--- src/sv/est_ram.sv ---
// Generic single-port-write, single-port-read RAM with a registered read.
// Stands alone; instanced for both translation tables.
module est_ram #(
  parameter int WIDTH = 32,
  parameter int DEPTH = 64
) (
  input  logic                                        clk,
  input  logic                                        wr_en,
  input  logic [((DEPTH > 1) ? $clog2(DEPTH) : 1)-1:0] wr_addr,
  input  logic [WIDTH-1:0]                            wr_data,
  input  logic [((DEPTH > 1) ? $clog2(DEPTH) : 1)-1:0] rd_addr,
  output logic [WIDTH-1:0]                            rd_data
);

  logic [WIDTH-1:0] mem [DEPTH];
  logic [WIDTH-1:0] rd_data_r;

  always_ff @(posedge clk) begin
    if (wr_en) begin
      mem[wr_addr] <= wr_data;
    end
    rd_data_r <= mem[rd_addr];
  end

  assign rd_data = rd_data_r;

endmodule

--- config.mk ---
export PLATFORM = sky130hd
export DESIGN_NAME = est_ram
export DESIGN_NICKNAME = d
export VERILOG_FILES = /design/src/sv/est_ram.sv
export SDC_FILE = /design/constraint.sdc
export NUM_CORES = 2
export LEC_CHECK = 0
export ABC_AREA = 1
export BUFFER_PORTS_ARGS = -buffer_cell sky130_fd_sc_hd__buf_2
export CELL_PAD_IN_SITES_DETAIL_PLACEMENT = 1
export CELL_PAD_IN_SITES_GLOBAL_PLACEMENT = 2
export CORE_UTILIZATION = 44
export CTS_CLUSTER_DIAMETER = 200
export CTS_CLUSTER_SIZE = 20
export DETAILED_ROUTE_END_ITERATION = 10
export PLACE_DENSITY_LB_ADDON = 0.1
export SETUP_SLACK_MARGIN = 0.1
export SLEW_MARGIN = 40
export SYNTH_ARGS = -nofsm -noshare
export SYNTH_HDL_FRONTEND = slang
export SYNTH_SLANG_ARGS = --single-unit
export TNS_END_PERCENT = 10
--- constraint.sdc ---
create_clock -name clk -period 5.9 [get_ports clk]
set_input_delay 0.59 -clock clk [delete_from_list [all_inputs] [get_ports clk]]
set_output_delay 0.59 -clock clk [all_outputs]
set_load 0.03 [all_outputs]
# Word-level counts from Yosys, hierarchy flattened
# Memory sizes are Yosys's and may differ from the RTL's. A register that Yosys moved wholly into a read port is not among the register bits.
# Index checks and enable logic that the tools add are counted.
totals:
  ram_bits: 2048
  mem_count: 1
  out_inout_bits: 32
  register_bits: 0
memory_table:
  columns: ["name", "depth", "width", "read_ports", "rd_clocked_by_memory_dff", "write_ports", "line_no", "rtl"]
  rows:
  - ["mem", 64, 32, 1, 1, 1, "15", "logic [WIDTH-1:0] mem [DEPTH];"]
classes:
  mux: 2
op_table:
  columns: ["operator", "count"]
  rows:
  - ["$mux W1", 2]

# Logic depth before layout (Yosys ltp)
logic_depth:
  depth_word: 2
  depth_mapped: 13
  depth_no_buf: 9

# Worst setup path after synthesis
# No wires, ideal clock.
synth_path:
  path_kind: "input-to-reg"
  startpoint: "in wr_en"
  endpoint: "mem mem[48][0], enable pin"
  setup_slack_ns: 1.180
  n_path_buf: 1
  stages: 3
  required_ns: 5.398
  t_arrival_ns: 4.218
  cell_sequence: "clkbuf_1 -> nand4_1 -> nor4_1"
synth_between:
  elab_chain_cells: 2
synth_rtl:
  columns: ["element", "line_no", "rtl"]
  rows:
  - ["start: declaration", "8", "input logic wr_en,"]
  - ["$mux W1", "19", "if (wr_en) begin"]
  - ["$mux W1 (not written as such)", "20", "mem[wr_addr] <= wr_data;"]
  - ["end: declaration", "15", null]
# No other way between the ends.

==> impl_metrics.toml <==
[floorplan]
pin_count = 78
start_util_pct = 44.48
dieArea_um2 = 189800
core_area_um2 = 186000
placementRows = 158
die_height_um = 435.6
die-width_um = 435.6

[setup_path]
cp-end-kind = "register"
reg2reg_slack_ns = 4.02
crit_required_ns = 6.62
startpoint_type = "primary input"
crit_type = "in2reg"
path_max_fanout = 90
arrival_ns = 3.64

[synth]
syn_area_um2 = 82740
syn_inst = 6769
ys_seq_elements = 2080
ys_warn_count = 0
synth_cell_types = 16
syn_nets = 6815
syn_avg_cell_area_um2 = 12.22
ys_seq_area_share_pct = 75.10

[placed_design]
placed_area_um2 = 87000
dp_hpwl_um = 151700
port_buffers = 77
gp_congestion = 0.7948

[layout]
nFillCells = 18970
finalNetCount = 6782
design_area_um2 = 90440
final_util_pct = 48.62
drive_gt1_share_pct = 7.273
final_common_cell = "nand2_1"
layout_common_cells = "2248 x nand2_1, 2048 x edfxtp_1, 1901 x nand3_1"
synthToLayoutAreaGrowth_pct = 9.312

[power]
switchingPower_mw = 6.447
seqPwrFrac_pct = 60.9
swShare_pct = 23.94
leakagePower_nw = 31.20
power_density_nw_per_um2 = 297.7
power.internal_mw = 20.48
power.share.clock_pct = 31.4
total_power_mw = 26.93
combPwrFrac_pct = 7.7
ir_worst_vdd_v = 0.0002538

[cts]
cts.repair.resized = 0
numClockSinks = 2080
insertion_delay_ns = 0.79
clk_pin_slew_ns = 0.09
cts_buffer_depth = 3
postCtsSetupBuffers = 0
hold_buffers = 0
cts_root_buffer = "clkbuf_16"
cts_buffers = 113
cts_tree = "done"
htree_levels = 3

[drt]
drcViolationCount = 0
drtIter0Drc = 5139
drt_pass1_iterations = 5
viasPerCell = 5.827
routedWlPerCell_um = 29.05
vias = 54160
wirelength_um = 270000
detail-route-antenna-nets = 0

[hold_path]
hold_path.class = "in2reg"

[timing]
period_share_pct = 49.54
setup_violations = 0
rsz0062_at_grt = "false"
worst_slew_pin_slew_ns = 0.9045
slew_violations = 0
finalSetupTns_ns = 0
slew_headroom_pct = 39.70
fin_skew_ns = 0.02023
finalHoldViolCount = 0
max_freq_mhz = 342.1
min_period_ns = 2.923

[grt]
grt.overflow.total = 0
grt_pass1_wl_um = 389000
grt_pass1_vias = 54220
grt_start_max_net_pins = 139
grt_use_total_pct = 28.12
antenna_found_initial = 18

[flow_run]
cap_viol_max_count = 0

[status]
status = "finished clean"
[cell families (layout without fill, tap and decap cells)]
| logic type | count (synthesis) | count (layout) | synth area share [%] |
|---|---|---|---|
| other | 0 | 8 | 0 |
| buffers and inverters | 461 | 498 | 2.779 |
| and+or+nand+nor | 4228 | 4228 | 22.12 |
| DFF | 2080 | 2080 | 75.10 |
[sequential cells by signal, indices dropped and copies added (netlist names)]
register / count
mem: 2048
rd_data: 32
[cell type report]
cell class	instances	area (um^2)	share of cell area, %
diodes	8	20.02	0.02213
multi-input cells	4228	18800	20.79
clock buffers	183	3176	3.511
repair buffers	301	3105	3.434
clock inverters	2	17.52	0.01937
inverters	12	82.58	0.09131
flip-flops and latches	2080	62140	68.71
well taps	2480	3103	3.431
[worst max-delay path, cell delays in order]
cell and delay [ns]:
buf_8 0.33, buf_12 0.39, buf_4 0.53, buf_4 0.40
nand2_1 0.09, nand3_1 0.09, nand3_1 0.09, nand3_1 0.13
nand3_1 0.20, nand2_1 0.13, nand2_1 0.25, nand2_1 0.15
[power groups by stage]
stage	clock network [mW]	registers (mW)	logic [mW]
floorplan	0	16.8	1.00
global placement	0	16.8	2.02
detailed placement	0	16.8	2.07
CTS	8.58	16.4	2.07
global route	9.03	16.4	2.23
finish	8.44	16.4	2.07
[synth_stat cells]
| library cell | number | area share [%] |
|---|---|---|
| nor2_1 | 56 | 0.25 |
| inv_4 | 1 | 0.0076 |
| buf_2 | 282 | 1.7 |
| inv_1 | 9 | 0.041 |
| buf_1 | 40 | 0.18 |
| edfxtp_1 | 2048 | 74 |
| buf_8 | 2 | 0.036 |
| nor4_1 | 8 | 0.060 |
| buf_6 | 3 | 0.041 |
| buf_4 | 45 | 0.41 |
| nand4_1 | 9 | 0.068 |
| clkbuf_1 | 77 | 0.35 |
| nand3_1 | 1907 | 12 |
| inv_2 | 2 | 0.0091 |
| dfxtp_1 | 32 | 0.77 |
| nand2_1 | 2248 | 10 |
[final timing paths]
check                    from           to  cells past startpoint
hold reg to reg   mem[40][24]  rd_data[24]                      8
setup / recovery   rd_addr[0]  rd_data[28]                     12
setup reg to reg   mem[19][2]   rd_data[2]                      8
hold / removal    wr_data[16]  mem[16][16]                      1
[metrics by stage]
stage / setup slack (ns) / instances / hold slack, ns
CTS: 3.061 / 9277 / 0.1368
floorplan: 1.180 / 6769 / 0.6889
global placement: 2.221 / 9057 / 0.7855
global route: 2.907 / 9287 / 0.1755
detailed placement: 2.230 / 9092 / 0.8091
finish: 2.977 / 9294 / 0.2002
[per-layer routing]
layer | track usage (%) | part of all wire (%) | up-vias
li1 | - | - | 23940
met1 | 40.17 | 44 | 28460
met2 | 46.15 | 48 | 1458
met3 | 2.473 | 5.3 | 293
met4 | 7.735 | 2.8 | 4
met5 | 0 | 0.0078 | -
Note: power is estimated with default switching activity, not from simulation.
