--- config.mk ---
export PLATFORM = sky130hd
export DESIGN_NAME = est_engine
export DESIGN_NICKNAME = d
export VERILOG_FILES = /design/src/sv/est_pkg.sv /design/src/sv/est_engine.sv
export SDC_FILE = /design/constraint.sdc
export NUM_CORES = 1
export LEC_CHECK = 0
export BUFFER_PORTS_ARGS = -buffer_cell sky130_fd_sc_hd__buf_2
export CORE_AREA = 5 5 249 251
export CTS_CLUSTER_SIZE = 24
export DETAILED_ROUTE_END_ITERATION = 10
export DIE_AREA = 0 0 254 256
export MAX_ROUTING_LAYER = met4
export SLEW_MARGIN = 20
export SYNTH_ARGS = -nofsm -noshare
export SYNTH_HDL_FRONTEND = slang
export SYNTH_SLANG_ARGS = --single-unit
--- constraint.sdc ---
create_clock -name clk -period 13.6 [get_ports clk]
set_clock_uncertainty 0.2 [all_clocks]
set_input_delay 2.72 -clock clk [delete_from_list [all_inputs] [get_ports clk]]
set_output_delay 2.72 -clock clk [all_outputs]
set_load 0.05 [all_outputs]
--- src/sv/est_pkg.sv ---
// Shared types and constants for the extent sector translator.
// Used by the top level and the engine; depends on nothing else.
package est_pkg;

  localparam int EXT_SLOTS   = 64;
  localparam int REMAP_SLOTS = 256;

  localparam int EXT_AW = (EXT_SLOTS > 1) ? $clog2(EXT_SLOTS) : 1;
  localparam int EXT_CW = $clog2(EXT_SLOTS + 1);
  localparam int REM_AW = (REMAP_SLOTS > 1) ? $clog2(REMAP_SLOTS) : 1;
  localparam int REM_CW = $clog2(REMAP_SLOTS + 1);

  localparam int CFG_DW = 32;

  localparam logic [9:0] SECTOR_BYTES = 10'd512;

  typedef logic [EXT_AW-1:0] ext_addr_t;
  typedef logic [EXT_CW-1:0] ext_cnt_t;
  typedef logic [REM_AW-1:0] rem_addr_t;
  typedef logic [REM_CW-1:0] rem_cnt_t;

  typedef enum logic [1:0] {
    REQ_LOAD_EXTENT = 2'd0,
    REQ_LOAD_REMAP  = 2'd1,
    REQ_TRANSLATE   = 2'd2,
    REQ_RESERVED    = 2'd3
  } req_type_t;

  typedef enum logic [1:0] {
    CFG_FILE_LENGTH   = 2'd0,
    CFG_EXTENTS_USED  = 2'd1,
    CFG_REMAPS_USED   = 2'd2,
    CFG_UNUSED        = 2'd3
  } cfg_idx_t;

  typedef struct packed {
    logic [1:0]  req_type;
    logic [7:0]  slot_index;
    logic [31:0] extent_logical_first;
    logic [31:0] extent_sector_count;
    logic [31:0] extent_physical_first;
    logic [31:0] bad_sector;
    logic [31:0] spare_sector;
    logic [22:0] logical_sector;
  } est_in_t;

  typedef struct packed {
    logic        past_end;
    logic        mapped;
    logic        remapped;
    logic [31:0] physical_sector;
    logic [9:0]  bytes_in_sector;
  } est_out_t;

  typedef struct packed {
    logic [31:0] file_length_bytes;
    logic [6:0]  extents_in_use;
    logic [8:0]  remaps_in_use;
  } est_cfg_t;

  typedef struct packed {
    logic [31:0] logical_start;
    logic [31:0] length;
    logic [31:0] physical_start;
  } est_ext_ent_t;

  typedef struct packed {
    logic [31:0] from_sector;
    logic [31:0] to_sector;
  } est_rem_ent_t;

endpackage

--- src/sv/est_engine.sv ---
// Sequencer of the translator: table loads, the extent scan, the physical
// offset and the bad-sector scan. Depends on est_pkg; drives both table RAMs.
module est_engine (
  input  logic                    clk,
  input  logic                    rst_n,
  input  logic                    in_valid,
  output logic                    in_ready,
  input  est_pkg::est_in_t        in_data,
  input  est_pkg::est_cfg_t       cfg,
  output logic                    res_valid,
  input  logic                    res_take,
  output est_pkg::est_out_t       res_data,
  output logic                    ext_wr_en,
  output est_pkg::ext_addr_t      ext_wr_addr,
  output est_pkg::est_ext_ent_t   ext_wr_data,
  output est_pkg::ext_addr_t      ext_rd_addr,
  input  est_pkg::est_ext_ent_t   ext_rd_data,
  output logic                    rem_wr_en,
  output est_pkg::rem_addr_t      rem_wr_addr,
  output est_pkg::est_rem_ent_t   rem_wr_data,
  output est_pkg::rem_addr_t      rem_rd_addr,
  input  est_pkg::est_rem_ent_t   rem_rd_data
);
  import est_pkg::*;

  typedef enum logic [4:0] {
    S_IDLE = 5'b00001,
    S_EXT  = 5'b00010,
    S_PHYS = 5'b00100,
    S_REM  = 5'b01000,
    S_DONE = 5'b10000
  } state_t;

  state_t      state_r, state_nxt;
  ext_cnt_t    ext_idx_r, ext_idx_nxt;
  ext_cnt_t    n_ext_r, n_ext_nxt;
  rem_cnt_t    rem_idx_r, rem_idx_nxt;
  rem_cnt_t    n_rem_r, n_rem_nxt;
  logic        chk_r, chk_nxt;
  logic [22:0] sector_r, sector_nxt;
  logic [31:0] off_r, off_nxt;
  logic [31:0] pstart_r, pstart_nxt;
  logic [31:0] target_r, target_nxt;
  est_out_t    res_r, res_nxt;

  logic        fire;
  logic [31:0] start_byte;
  logic [31:0] left_bytes;
  logic        past;
  logic [31:0] sector32;
  logic [32:0] ext_end;
  logic        ext_hit;

  assign in_ready  = (state_r == S_IDLE);
  assign fire      = in_valid && in_ready;
  assign res_valid = (state_r == S_DONE);
  assign res_data  = res_r;

  // Loads write straight into the tables in the cycle they are taken.
  assign ext_wr_en   = fire && (req_type_t'(in_data.req_type) == REQ_LOAD_EXTENT)
                       && (32'(in_data.slot_index) < EXT_SLOTS);
  assign ext_wr_addr = ext_addr_t'(in_data.slot_index);
  assign ext_wr_data = '{logical_start:  in_data.extent_logical_first,
                         length:         in_data.extent_sector_count,
                         physical_start: in_data.extent_physical_first};
  assign rem_wr_en   = fire && (req_type_t'(in_data.req_type) == REQ_LOAD_REMAP)
                       && (32'(in_data.slot_index) < REMAP_SLOTS);
  assign rem_wr_addr = rem_addr_t'(in_data.slot_index);
  assign rem_wr_data = '{from_sector: in_data.bad_sector, to_sector: in_data.spare_sector};

  assign ext_rd_addr = ext_idx_r[EXT_AW-1:0];
  assign rem_rd_addr = rem_idx_r[REM_AW-1:0];

  assign start_byte = {in_data.logical_sector, 9'b0};
  assign past       = (start_byte >= cfg.file_length_bytes);
  assign left_bytes = cfg.file_length_bytes - start_byte;

  // The end of an extent is formed in 33 bits, so an extent never wraps.
  assign sector32 = {9'b0, sector_r};
  assign ext_end  = {1'b0, ext_rd_data.logical_start} + {1'b0, ext_rd_data.length};
  assign ext_hit  = (sector32 >= ext_rd_data.logical_start) && ({1'b0, sector32} < ext_end);

  always_comb begin
    state_nxt   = state_r;
    ext_idx_nxt = ext_idx_r;
    n_ext_nxt   = n_ext_r;
    rem_idx_nxt = rem_idx_r;
    n_rem_nxt   = n_rem_r;
    chk_nxt     = chk_r;
    sector_nxt  = sector_r;
    off_nxt     = off_r;
    pstart_nxt  = pstart_r;
    target_nxt  = target_r;
    res_nxt     = res_r;

    case (state_r)
      S_IDLE: begin
        if (fire && (req_type_t'(in_data.req_type) == REQ_TRANSLATE)) begin
          sector_nxt          = in_data.logical_sector;
          ext_idx_nxt         = '0;
          chk_nxt             = 1'b0;
          n_ext_nxt = (32'(cfg.extents_in_use) > EXT_SLOTS) ? ext_cnt_t'(EXT_SLOTS)
                                                             : ext_cnt_t'(cfg.extents_in_use);
          n_rem_nxt = (32'(cfg.remaps_in_use) > REMAP_SLOTS) ? rem_cnt_t'(REMAP_SLOTS)
                                                              : rem_cnt_t'(cfg.remaps_in_use);
          res_nxt             = '0;
          res_nxt.past_end    = past;
          if (past) begin
            state_nxt = S_DONE;
          end else begin
            res_nxt.bytes_in_sector = (left_bytes < 32'(SECTOR_BYTES)) ? left_bytes[9:0]
                                                                       : SECTOR_BYTES;
            state_nxt = S_EXT;
          end
        end
      end

      S_EXT: begin
        // One entry is read each cycle and checked in the next.
        if (ext_idx_r < n_ext_r) begin
          ext_idx_nxt = ext_idx_r + 1'b1;
          chk_nxt     = 1'b1;
        end else begin
          chk_nxt = 1'b0;
        end
        if (chk_r && ext_hit) begin
          off_nxt    = sector32 - ext_rd_data.logical_start;
          pstart_nxt = ext_rd_data.physical_start;
          state_nxt  = S_PHYS;
        end else if (!chk_r && !(ext_idx_r < n_ext_r)) begin
          state_nxt = S_DONE;
        end
      end

      S_PHYS: begin
        target_nxt              = pstart_r + off_r;
        res_nxt.mapped          = 1'b1;
        res_nxt.physical_sector = pstart_r + off_r;
        rem_idx_nxt             = '0;
        chk_nxt                 = 1'b0;
        state_nxt               = S_REM;
      end

      S_REM: begin
        // Every entry is visited; a later match overrides an earlier one.
        if (rem_idx_r < n_rem_r) begin
          rem_idx_nxt = rem_idx_r + 1'b1;
          chk_nxt     = 1'b1;
        end else begin
          chk_nxt = 1'b0;
        end
        if (chk_r && (rem_rd_data.from_sector == target_r)) begin
          res_nxt.remapped        = 1'b1;
          res_nxt.physical_sector = rem_rd_data.to_sector;
        end
        if (!chk_r && !(rem_idx_r < n_rem_r)) begin
          state_nxt = S_DONE;
        end
      end

      S_DONE: begin
        if (res_take) begin
          state_nxt = S_IDLE;
        end
      end

      default: begin
        state_nxt = S_IDLE;
      end
    endcase
  end

  always_ff @(posedge clk) begin
    if (!rst_n) begin
      state_r <= S_IDLE;
      chk_r   <= 1'b0;
    end else begin
      state_r <= state_nxt;
      chk_r   <= chk_nxt;
    end
    ext_idx_r <= ext_idx_nxt;
    n_ext_r   <= n_ext_nxt;
    rem_idx_r <= rem_idx_nxt;
    n_rem_r   <= n_rem_nxt;
    sector_r  <= sector_nxt;
    off_r     <= off_nxt;
    pstart_r  <= pstart_nxt;
    target_r  <= target_nxt;
    res_r     <= res_nxt;
  end

endmodule
# Word level (Yosys, flattened, before mapping)
# Index checks and enable logic that the tools add are counted.
# word_totals
inputBits,405
register_bits,202
# op_classes
eq_ne,15
n_reduce_logical,30
bitwise_logic,1
n_addsub,6
order_cmp,9
muxes,23
# op_table
cell,count
case mux 32 bit (3 select lines),1
2-to-1 mux 44 bit,1
adder 32 x 32 -> 33 bit,1
less-than comparator 23 x 33 -> 1 bit,1
2-to-1 mux 33 bit,1
adder 32 bit,1
equality test 32 bit,1
greater-or-equal comparator 23 x 32 -> 1 bit,1
greater-or-equal comparator 32 bit,1
less-than comparator 32 x 10 -> 1 bit (second input constant),1
subtractor 23 x 32 -> 32 bit,1
subtractor 32 bit,1
2-to-1 mux 5 bit,6
case mux 5 bit (5 select lines),1
2-to-1 mux 10 bit,2
case mux 9 bit (2 select lines),1
2-to-1 mux 7 bit,2
case mux 7 bit (2 select lines),1
logical AND 1 bit,10
AND reduction 2 bit,5
adder 9 x 1 -> 9 bit (second input constant),1
greater-than comparator 9 bit (second input constant),1
less-than comparator 9 bit,1
2-to-1 mux 9 bit,1
other kinds (26),40

# Depth between registers and ports, before layout
# logic_depth
depth_word,6
depth_mapped,21

# Least setup slack after synthesis
# No wires, ideal clock.
# synth_path
path_type,input -> register
startpoint,in ext_rd_data[32] (netlist bit)
endpoint,"reg off_r[0], enable pin"
arrival_ps,8341
required_time_ps,12914
path_slack_ps,4572
path_stages,20
path_cell_list,ha_1 -> fa_1 -> a21o_1 -> a31o_2 -> nand3b_2 -> a21oi_1 -> nor2b_1 -> o21ai_0 -> a21oi_1 -> xor2_1 -> ha_1 -> o21ai_0 -> o21ai_0 -> a41o_1 -> o211ai_1 -> nor4_1 -> nand4_1 -> or4_4 -> o41ai_4 -> nor2_1
# synth_between
elab_chain_cells,5
# synth_rtl
element,line_no,rtl
from (decl),est_engine.sv:17,"input est_pkg::est_ext_ent_t ext_rd_data,"
adder 32 x 32 -> 33 bit,est_engine.sv:80,"assign ext_end = {1'b0, ext_rd_data.logical_start} + {1'b0, ext_rd_data.length};"
less-than comparator 23 x 33 -> 1 bit,est_engine.sv:81,"assign ext_hit = (sector32 >= ext_rd_data.logical_start) && ({1'b0, sector32} < ext_end);"
logical AND 1 bit,est_engine.sv:81,
logical AND 1 bit,est_engine.sv:126,if (chk_r && ext_hit) begin
AND reduction 2 bit (no line),--,
to (signal assigned),est_engine.sv:186,off_r <= off_nxt;
to (decl),est_engine.sv:41,"logic [31:0] off_r, off_nxt;"
# Every way passes these cells.
# A chain may end at the register's enable or synchronous reset.

# Worst setup path after layout
# layout_path
startpoint,in ext_rd_data[64] (netlist bit)
endpoint,"reg off_r[11], enable pin"
# layout_between
elab_chain_cells,5
elab_cells_between_ends,6
cone_classes,add/sub: 1; order compare: 2; reduce/logical: 3
# layout_rtl
element,line_no
adder 32 x 32 -> 33 bit,est_engine.sv:80
less-than comparator 23 x 33 -> 1 bit,est_engine.sv:81
logical AND 1 bit (*),est_engine.sv:81
logical AND 1 bit (*),est_engine.sv:126
AND reduction 2 bit (no line) (*),--
# Mark *: on every way between the ends. The rest lies on a longest branch, timed or not.

==> flow_summary.yaml <==
clock_network:
  htree_levels: 1
  cts_sinks: 202
  clock_path_buffers: 3
  cts_root_buf: "clkbuf_16"
  post_cts_buffers: 0
  cts_tree: "built"
  clk_pin_slew_ns: 0.06
  postCtsResizedCells: 0
  hold_buffers: 0
  cts_inserted_buffers: 23
  clk_latency_ns: 0.51
run_status:
  status: "complete, no violations"
floorplanning:
  die_h_um: 256
  row_count: 90
  initial_utilization_pct: 26.1
  io_pins: 642
  core_region_area_um2: 59700
  die_area_um2: 65000
  dieWidth_um: 254
run:
  max_cap_violations: 0
logic_synthesis:
  synth_edf_count: 196
  synth_area_um2: 15600
  synth_cell_type_count: 80
  synthTopCellsByArea: "edfxtp_1 (38%), ha_1 (12%), buf_4 (9.1%)"
  syn_avg_cell_area_um2: 9.99
  ys_async_sr_fraction_pct: 0
  yosysSeqAreaShare_pct: 38.5
  syn_nets: 2116
  synth-seq-cells: 202
  yosys_warnings: 0
  yosysTopAreaCell: "edfxtp_1"
  synth.top_cell.area_share_pct: 37.8
  ys.flop_type: "edfxtp_1"
  synthCells: 1560
critical_path:
  path_max_fanout: 64
  cpMostUsedCell: "o21ai_0"
  cp-start-kind: "input pin"
  required_ns: 13.56
  path_depth: 22
  crit_arrival_ns: 7.60
  startpoint: "ext_rd_data[64]"
  cp-end-kind: "register"
  crit_family: "compound AO/OA/AOI/OAI gates"
  crit_chain: "buf_2 -> ha_1 -> fa_1 -> a21o_1 -> a31o_2 -> nand3b_2 -> a21oi_1 -> nor2b_1 -> o21ai_0 -> a21oi_1 -> xor2_1 -> ha_1 -> o21ai_0 -> o21ai_0 -> a41o_1 -> o211ai_1 -> nor4_1 -> nand4_1 -> or4_4 -> o41ai_4 -> nor2_4 -> buf_4"
  criticalPathCategory: "in2reg"
  path_buf_inv: 2
  critical_path.max_stage_delay_ns: 0.52
  r2r_start: "sector_r[0]$_DFFE_PP_"
  worst_path_max_delay_cell: "or4_4"
  rr_worst_depth: 13
layout:
  drive_above_1_share_pct: 22.5
  most-common-layout-cells: "buf_2 (303), edfxtp_1 (196), ha_1 (147)"
  ff_latch_area_um2: 6010
  area_growth_pct: 11.7
  nFillCells: 6289
  final_common_cell: "buf_2"
  multiInputGateArea_um2: 7700
  fin_area_um2: 17400
  nets: 2237
routing:
  drtPass1Iterations: 5
  via_per_inst: 4.79
  ant_nets: 0
  drc_errors: 0
  drtIter0Drc: 615
  routedWlPerCell_um: 20.8
  routed_wl_um: 51900
  via_count: 11900
pwr:
  p_leak_nw: 7.25
  vdd_drop_max_uv: 138
  total_power_mw: 2.18
  powerDensity_nw_per_um2: 125
timing:
  worstMarginPinSlew_ns: 0.962
  slew_headroom_pct: 35.8
  period_needed_ns: 7.64
  finalHoldViolCount: 0
  tns_ns: 0
  final_max_slew_viol_count: 0
  rsz0062_at_grt: "false"
  setup_violations: 0
  fmax_ghz: 0.131
  fin_crit_sh_pct: 56.2
hold_path:
  worstHoldPathCells: 2
  min_path_type: "reg2reg"
  hold_path.startpoint: "state_r[3]$_SDFFE_PN0P_"
placed_design:
  place_area_um2: 16600
  dpl.hpwl_um: 44500
  io_buffers: 303
  gp_congestion: 0.884
grt:
  grtUsageTotal_pct: 15.5
  grt_pass1_wl_um: 75000
  grt-ovfl-total: 0
  grt_max_degree: 65
  grt_pass1_vias: 12100
  grt_antenna_before_repair: 15
report_power, final:
| part | switching (mW) | total (mW) | internal, mW |
|---|---|---|---|
| logic | 0.526 | 0.740 | 0.214 |
| registers | 0.0280 | 0.813 | 0.785 |
| clock network | 0.253 | 0.623 | 0.370 |
| total | 0.807 | 2.18 | 1.37 |
routing by layer:
layer	share of wire [%]	global-route usage (%)	wire length, um	up-vias
li1	-	-	-	5776
met1	40	17.6	20500	5550
met2	49	26.8	25700	485
met3	8.1	4.14	4180	121
met4	3.0	4.45	1540	0
met5	0	-	0	-
kinds of logic after synthesis:
kind of cell,synth area share (%)
adders and majority gates,12.3
buffers and inverters,12.2
DFF,38.5
xor gates and xnor gates,7.25
muxes,0.642
AOI/OAI and AO/OA,16.8
and+or+nand+nor,12.2
synth_stat cells (18+ instances only):
| master | number |
|---|---|
| buf_4 | 189 |
| a22o_1 | 32 |
| a21oi_1 | 100 |
| ha_1 | 147 |
| inv_1 | 103 |
| edfxtp_1 | 196 |
| nand2_1 | 73 |
| nor2b_1 | 31 |
| nor3_1 | 27 |
| nor2_1 | 87 |
| o21ai_0 | 65 |
| a21o_1 | 54 |
| nand4_1 | 33 |
| xnor2_1 | 88 |
| xor2_1 | 41 |
| nand3_1 | 22 |
| clkbuf_1 | 18 |
registers in the layout (all words and copies together), names as in the netlist:
signal,cells
ext_idx_r,7
sector_r,23
n_rem_r,9
res_data,45
pstart_r,32
rem_idx_r,9
target_r,32
off_r,32
chk_r,1
n_ext_r,7
state_r,5
path summary, 6_finish.rpt:
path / end / slack [ns]
worst min register to register: state_r[3]$_SDFFE_PN0P_ / 0.29
worst max-delay path: off_r[11]$_DFFE_PP_ / 5.96
worst max register to register: off_r[11]$_DFFE_PP_ / 9.49
worst min-delay path: state_r[3]$_SDFFE_PN0P_ / 0.29
metrics by stage:
stage,cells,worst slack (ns),hold slack [ns],utilization [%]
2_1_floorplan,1560,4.57,0.257,-
3_3_place_gp,2438,5.43,0.276,27.9
3_5_place_dp,2438,5.43,0.281,27.9
4_1_cts,2479,5.97,0.289,29.1
5_1_grt,2492,5.57,0.309,29.2
6_report,2493,5.96,0.291,29.2
area by class of cell:
| type | count | area share [%] |
|---|---|---|
| Antenna cell | 14 | 0.201 |
| Clock buffer | 26 | 3.37 |
| Clock inverter | 15 | 0.956 |
| Inverter | 104 | 2.24 |
| Multi-Input combinational cell | 1042 | 44.2 |
| Sequential cell | 202 | 34.5 |
| Tap cell | 782 | 5.62 |
| Timing Repair Buffer | 308 | 8.92 |
worst reg2reg max path, stage by stage (launching register included):
cell	delay [ns]
edfxtp_1	0.38
inv_1	0.06
ha_1	0.22
fa_1	0.42
nor2b_1	0.13
o21ai_0	0.11
a21oi_1	0.24
o311ai_0	0.29
nand3b_1	0.30
o21ai_0	0.13
a21oi_1	0.27
o41ai_4	0.18
nor2_4	0.10
buf_4	0.64
Note: power is estimated with default switching activity, not from simulation.
